## config.mk

```make
export PLATFORM = sky130hd
export DESIGN_NAME = r2bf_round
export DESIGN_NICKNAME = d
export VERILOG_FILES = /design/src/hdl/r2bf_pkg.sv /design/src/hdl/r2bf_round.sv
export SDC_FILE = /design/constraint.sdc
export NUM_CORES = 1
export LEC_CHECK = 0
export BUFFER_PORTS_ARGS = -buffer_cell sky130_fd_sc_hd__buf_2
export CORE_UTILIZATION = 32
export DETAILED_ROUTE_END_ITERATION = 8
export PLACE_DENSITY = 0.84
export SLEW_MARGIN = 20
export SYNTH_ARGS = -nofsm -noshare
export SYNTH_HDL_FRONTEND = slang
export SYNTH_SLANG_ARGS = --single-unit
```

## constraint.sdc

```tcl
create_clock -name vclk -period 1.8
set_input_delay 0.36 -clock vclk [all_inputs]
set_output_delay 0.36 -clock vclk [all_outputs]
set_load 0.01 [all_outputs]
```

## src/hdl/r2bf_pkg.sv

```systemverilog
// ----------------------------------------------------------------------------
// r2bf_pkg
// Shared constants and helpers for the scaled radix-2 butterfly.
// ----------------------------------------------------------------------------
package r2bf_pkg;

  // Register stages from an accepted beat to its result strobe.
  localparam int unsigned LATENCY = 4;

  // Round-half-to-even decision from the kept LSB, the half bit and the
  // OR of every bit below the half bit.
  function automatic logic round_up(logic lsb, logic half, logic sticky);
    return half & (lsb | sticky);
  endfunction

endpackage

```

## src/hdl/r2bf_round.sv

```systemverilog
// ----------------------------------------------------------------------------
// r2bf_round
// Scales a double-width value down by 2^DATA_WIDTH with round half to even
// and keeps the low DATA_WIDTH bits, so overflow wraps.
// ----------------------------------------------------------------------------
module r2bf_round #(
  parameter int unsigned DATA_WIDTH = 20
) (
  input  logic [2*DATA_WIDTH-1:0] value_i,
  output logic [DATA_WIDTH-1:0]   result_o
);

  logic [DATA_WIDTH-1:0] trunc;
  logic                  up;

  assign trunc = value_i[2*DATA_WIDTH-1:DATA_WIDTH];
  assign up    = r2bf_pkg::round_up(trunc[0], value_i[DATA_WIDTH-1],
                                    |value_i[DATA_WIDTH-2:0]);

  // The carry out of the top bit is dropped on purpose: results wrap.
  assign result_o = trunc + {{(DATA_WIDTH-1){1'b0}}, up};

endmodule

```

* Word level (Yosys, flattened, before mapping)
Index checks and enable logic that the tools add are counted.
** Cells by class
- Add/subtract/negate cells :: 1
- Multipliers :: 0
- Div/mod/pow operators :: 0
- Magnitude comparators :: 0
- Equal/unequal tests :: 0
- Shift operators :: 0
- Multiplexer cells :: 0
- Bitwise operators :: 2
- Reductions and logical operators :: 1
** Operator list (count)
- $add A20 B1 Y20 :: 1
- $reduce_or A19 Y1 :: 1
- $and A1 B1 Y1 :: 1
- $or A1 B1 Y1 :: 1
** Storage, ports and cells
- Flip-flop bits (word level) :: 0
- Bits in latches :: 0
- RAM bits :: 0
- Memory bits (read-only) :: 0
- Bits of input ports :: 40
- Word-level logic and storage cells :: 4
- Memories :: 0

* Depth between registers and ports, before layout
- Depth after elaboration :: 4
- Depth in mapped cells :: 6
- Depth with buffers taken out :: 6

* Least setup slack after synthesis
OpenSTA, ideal clock, no wires.
- Kind :: input -> output
- Start point :: input value_i[19]
- End point :: output result_o[14]
- Arrival time :: 1.304 ns
- Path slack :: 0.136 ns
- Stages on the path :: 6
- Buffers on the path :: 0
- Cell sequence :: and2_1 > ha_1 > nand2_1 > nor4_2 > nand2_1 > xnor2_1
** On the way
- Cells in the longest elaborated chain, start to end :: 2
** Ends and longest elaborated chain
- start: declaration :: line r2bf_round.sv:9 : input logic [2*DATA_WIDTH-1:0] value_i,
- $and A1 B1 Y1 :: line r2bf_pkg.sv:13 : return half & (lsb | sticky);
- $add A20 B1 Y20 :: line r2bf_round.sv:21 : assign result_o = trunc + {{(DATA_WIDTH-1){1'b0}}, up};
- end: declaration :: line r2bf_round.sv:10 : output logic [DATA_WIDTH-1:0] result_o
No other way between the ends.

* Worst setup path after layout
- Start point :: input value_i[19]
- End point :: output result_o[11]
Same word-level chain as after synthesis.

==> results.sh <==
export IMPL_wl_um=2480
export IMPL_p_leak_nw=0.548
export IMPL_netlist_instances=56
export IMPL_vias=796
export IMPL_finalPower_mw=0.219
export IMPL_rsz0062_at_grt="true"
export IMPL_cap_violations=0
export IMPL_seq_cells=0
export IMPL_cp_slowest_cell="nor3_2"
export IMPL_final_antenna_net_count=0
export IMPL_path_cells="buf_6 -> buf_4 -> nand4_4 -> nor3_2 -> and3_1 -> xor2_1 -> buf_2"
export IMPL_fin_crit_sh=1.03
export IMPL_grt_max_degree=7
export IMPL_synth_top_area_cell="xnor2_1"
export IMPL_layout_setup_ws_ns=-0.0492
export IMPL_regArea_um2=0
export IMPL_intPower_mw=0.116
export IMPL_dr_pass1_iters=4
export IMPL_cp_max_fo=3
export IMPL_violations="setup timing"
export IMPL_seqPwrFrac=0
export IMPL_yosys_cell_types_count=17
export IMPL_syn_area_um2=427
export IMPL_period_needed_ns=1.85
export IMPL_syn_avg_cell_area_um2=7.62
export IMPL_grtUsageTotal=0.205
export IMPL_grt_pass1_wl_um=2240
export IMPL_io_buffers=60
export IMPL_via_per_inst=5.38
export IMPL_clock_fmax_ghz=0.541
export IMPL_crit_path_end_kind="primary output"
export IMPL_num_io_pins=60
export IMPL_post_drt_wl_per_cell_um=16.8
export IMPL_timing_hold_ws_ns=0.994
export IMPL_area_growth_pct=156
export IMPL_swShare=0.469
export IMPL_initial_utilization=0.364
export IMPL_powerDensity_nw_per_um2=201
export IMPL_startpoint_type="primary input"
export IMPL_gp_congestion=0.721
export IMPL_core_um2=1170
export IMPL_yosysWarnings=0
export IMPL_cts_hold_buf=0
export IMPL_cp_data_required_time_ns=1.44
export IMPL_worst_slew_pin_transition_ns=0.294
export IMPL_drv_slew=0
export IMPL_synth_top_area_frac=0.205
export IMPL_slew_headroom=0.803
export IMPL_drt_iter0_markers=19
export IMPL_synth_area_leaders="xnor2_1, xor2_1, nand4_4"
export IMPL_fin_nets=177
export IMPL_syn_nets=97
export IMPL_remaining_drc_errors=0
export IMPL_hold_violations=0
export IMPL_post_dp_hpwl_um=1350
export IMPL_nClkBuffers=0
export IMPL_drive_gt1_frac=0.701
export IMPL_n_antenna_cell=0
export IMPL_criticalPathCategory="in -> out"
export IMPL_comb_power_share=1.000
export IMPL_setup_viol=4
export IMPL_overflow=0
export IMPL_die_width_um=38.5
export IMPL_path_delay_family="simple AND/OR/NAND/NOR gates"
export IMPL_grt_pass1_vias=594
export IMPL_peakVddDrop_mv=0.156
export IMPL_rows=12
export IMPL_cp_arrival_ns=1.49
export IMPL_hp_class="in -> out"
export IMPL_status="complete, but fails checks"
export IMPL_dieArea_um2=1480
export IMPL_cp_slowest_stage_delay_ns=0.31
export IMPL_antenna_found_initial=0
export IMPL_netSwitchingPower_mw=0.103
export IMPL_ys_seq_area_frac=0
export IMPL_timing_critical_path_buf_inv=3
export IMPL_die_h_um=38.5
export IMPL_pwr_share_clk=0
## repair_timing
| action | 4_1_cts | 5_1_grt |
|---|---|---|
| setup endpoints to repair | 8 | 11 |
| resized for setup | 5 | 34 |
| hold endpoints to repair | 0 | 0 |
| setup buffers | 2 | 3 |
| pin swaps | 2 | 7 |
## tightest hold or removal path, stage by stage
cell and delay (ns):
buf_2 0.09, xnor2_1 0.05, buf_2 0.13
## layout by cell type (no fill, tap or decap)
cell type and n:
nand4_1 4, nand4_4 2, nor4_4 6, o41ai_2 1, nand3_1 5, ha_4 1, buf_8 1, nor4_2 1
inv_1 1, and3_1 3, xnor2_1 10, nor2_1 3, mux2i_1 1, buf_2 45, nor3_2 1, nand2_1 5
buf_6 14, nand2_4 2, and2_4 1, nor2_2 1, xor2_1 8, buf_4 18
## cells in the mapped netlist (2+ instances only)
| cell | instances |
|---|---|
| xnor2_1 | 10 |
| nand2_1 | 7 |
| xor2_1 | 8 |
| nor2_1 | 4 |
| nand4_1 | 4 |
| and3_1 | 3 |
| nand3_1 | 5 |
| nand4_4 | 2 |
| nor4_1 | 5 |
## through the flow
step	TNS (ns)	setup WS (ns)	instance area, um^2	cells	utilization
2_1_floorplan	0	0.136	427	56	-
3_3_place_gp	-0.00765	-0.00511	842	143	0.719
3_5_place_dp	-0.366	-0.0705	842	143	0.719
4_1_cts	-0.0289	-0.0170	885	145	0.755
5_1_grt	-0.650	-0.121	1090	148	0.933
6_report	-0.0891	-0.0492	1090	148	0.933
## layout make-up
cell class         count  area (um^2)
repair buffers        78          533
fillers               44         78.8
inverters              1         3.75
multi-input cells     55          538
well taps             14         17.5
## worst paths after layout
kind | startpoint | cells past startpoint | end | slack, ns
hold / removal | value_i[35] | 3 | result_o[15] | 0.99
setup / recovery | value_i[19] | 7 | result_o[11] | -0.05
## logic make-up after synthesis
logic type	after synthesis	synth area share
AND/OR/NAND/NOR	34	0.548
XOR/XNOR	18	0.369
AO/OA/AOI/OAI	1	0.0205
multiplexers	1	0.0235
adder cells (fa/ha/maj)	1	0.0293
buffers and inverters	1	0.00879
## power by group through the flow
| stage | clock network [mW] | registers (mW) | logic [mW] |
|---|---|---|---|
| after CTS | 0 | 0 | 0.167 |
| final | 0 | 0 | 0.219 |
| after floorplan | 0 | 0 | 0.0524 |
| after detailed placement | 0 | 0 | 0.161 |
| after global placement | 0 | 0 | 0.157 |
| after global routing | 0 | 0 | 0.232 |
## layer usage
metal | track usage | routed length (um) | part of all wire
met1 | 0.219 | 925 | 0.37
met2 | 0.425 | 1330 | 0.54
met3 | 0 | 133 | 0.054
met4 | 0.0517 | 93 | 0.037
met5 | 0 | 0 | 0
No activity file was read; power rests on OpenSTA's default activity.
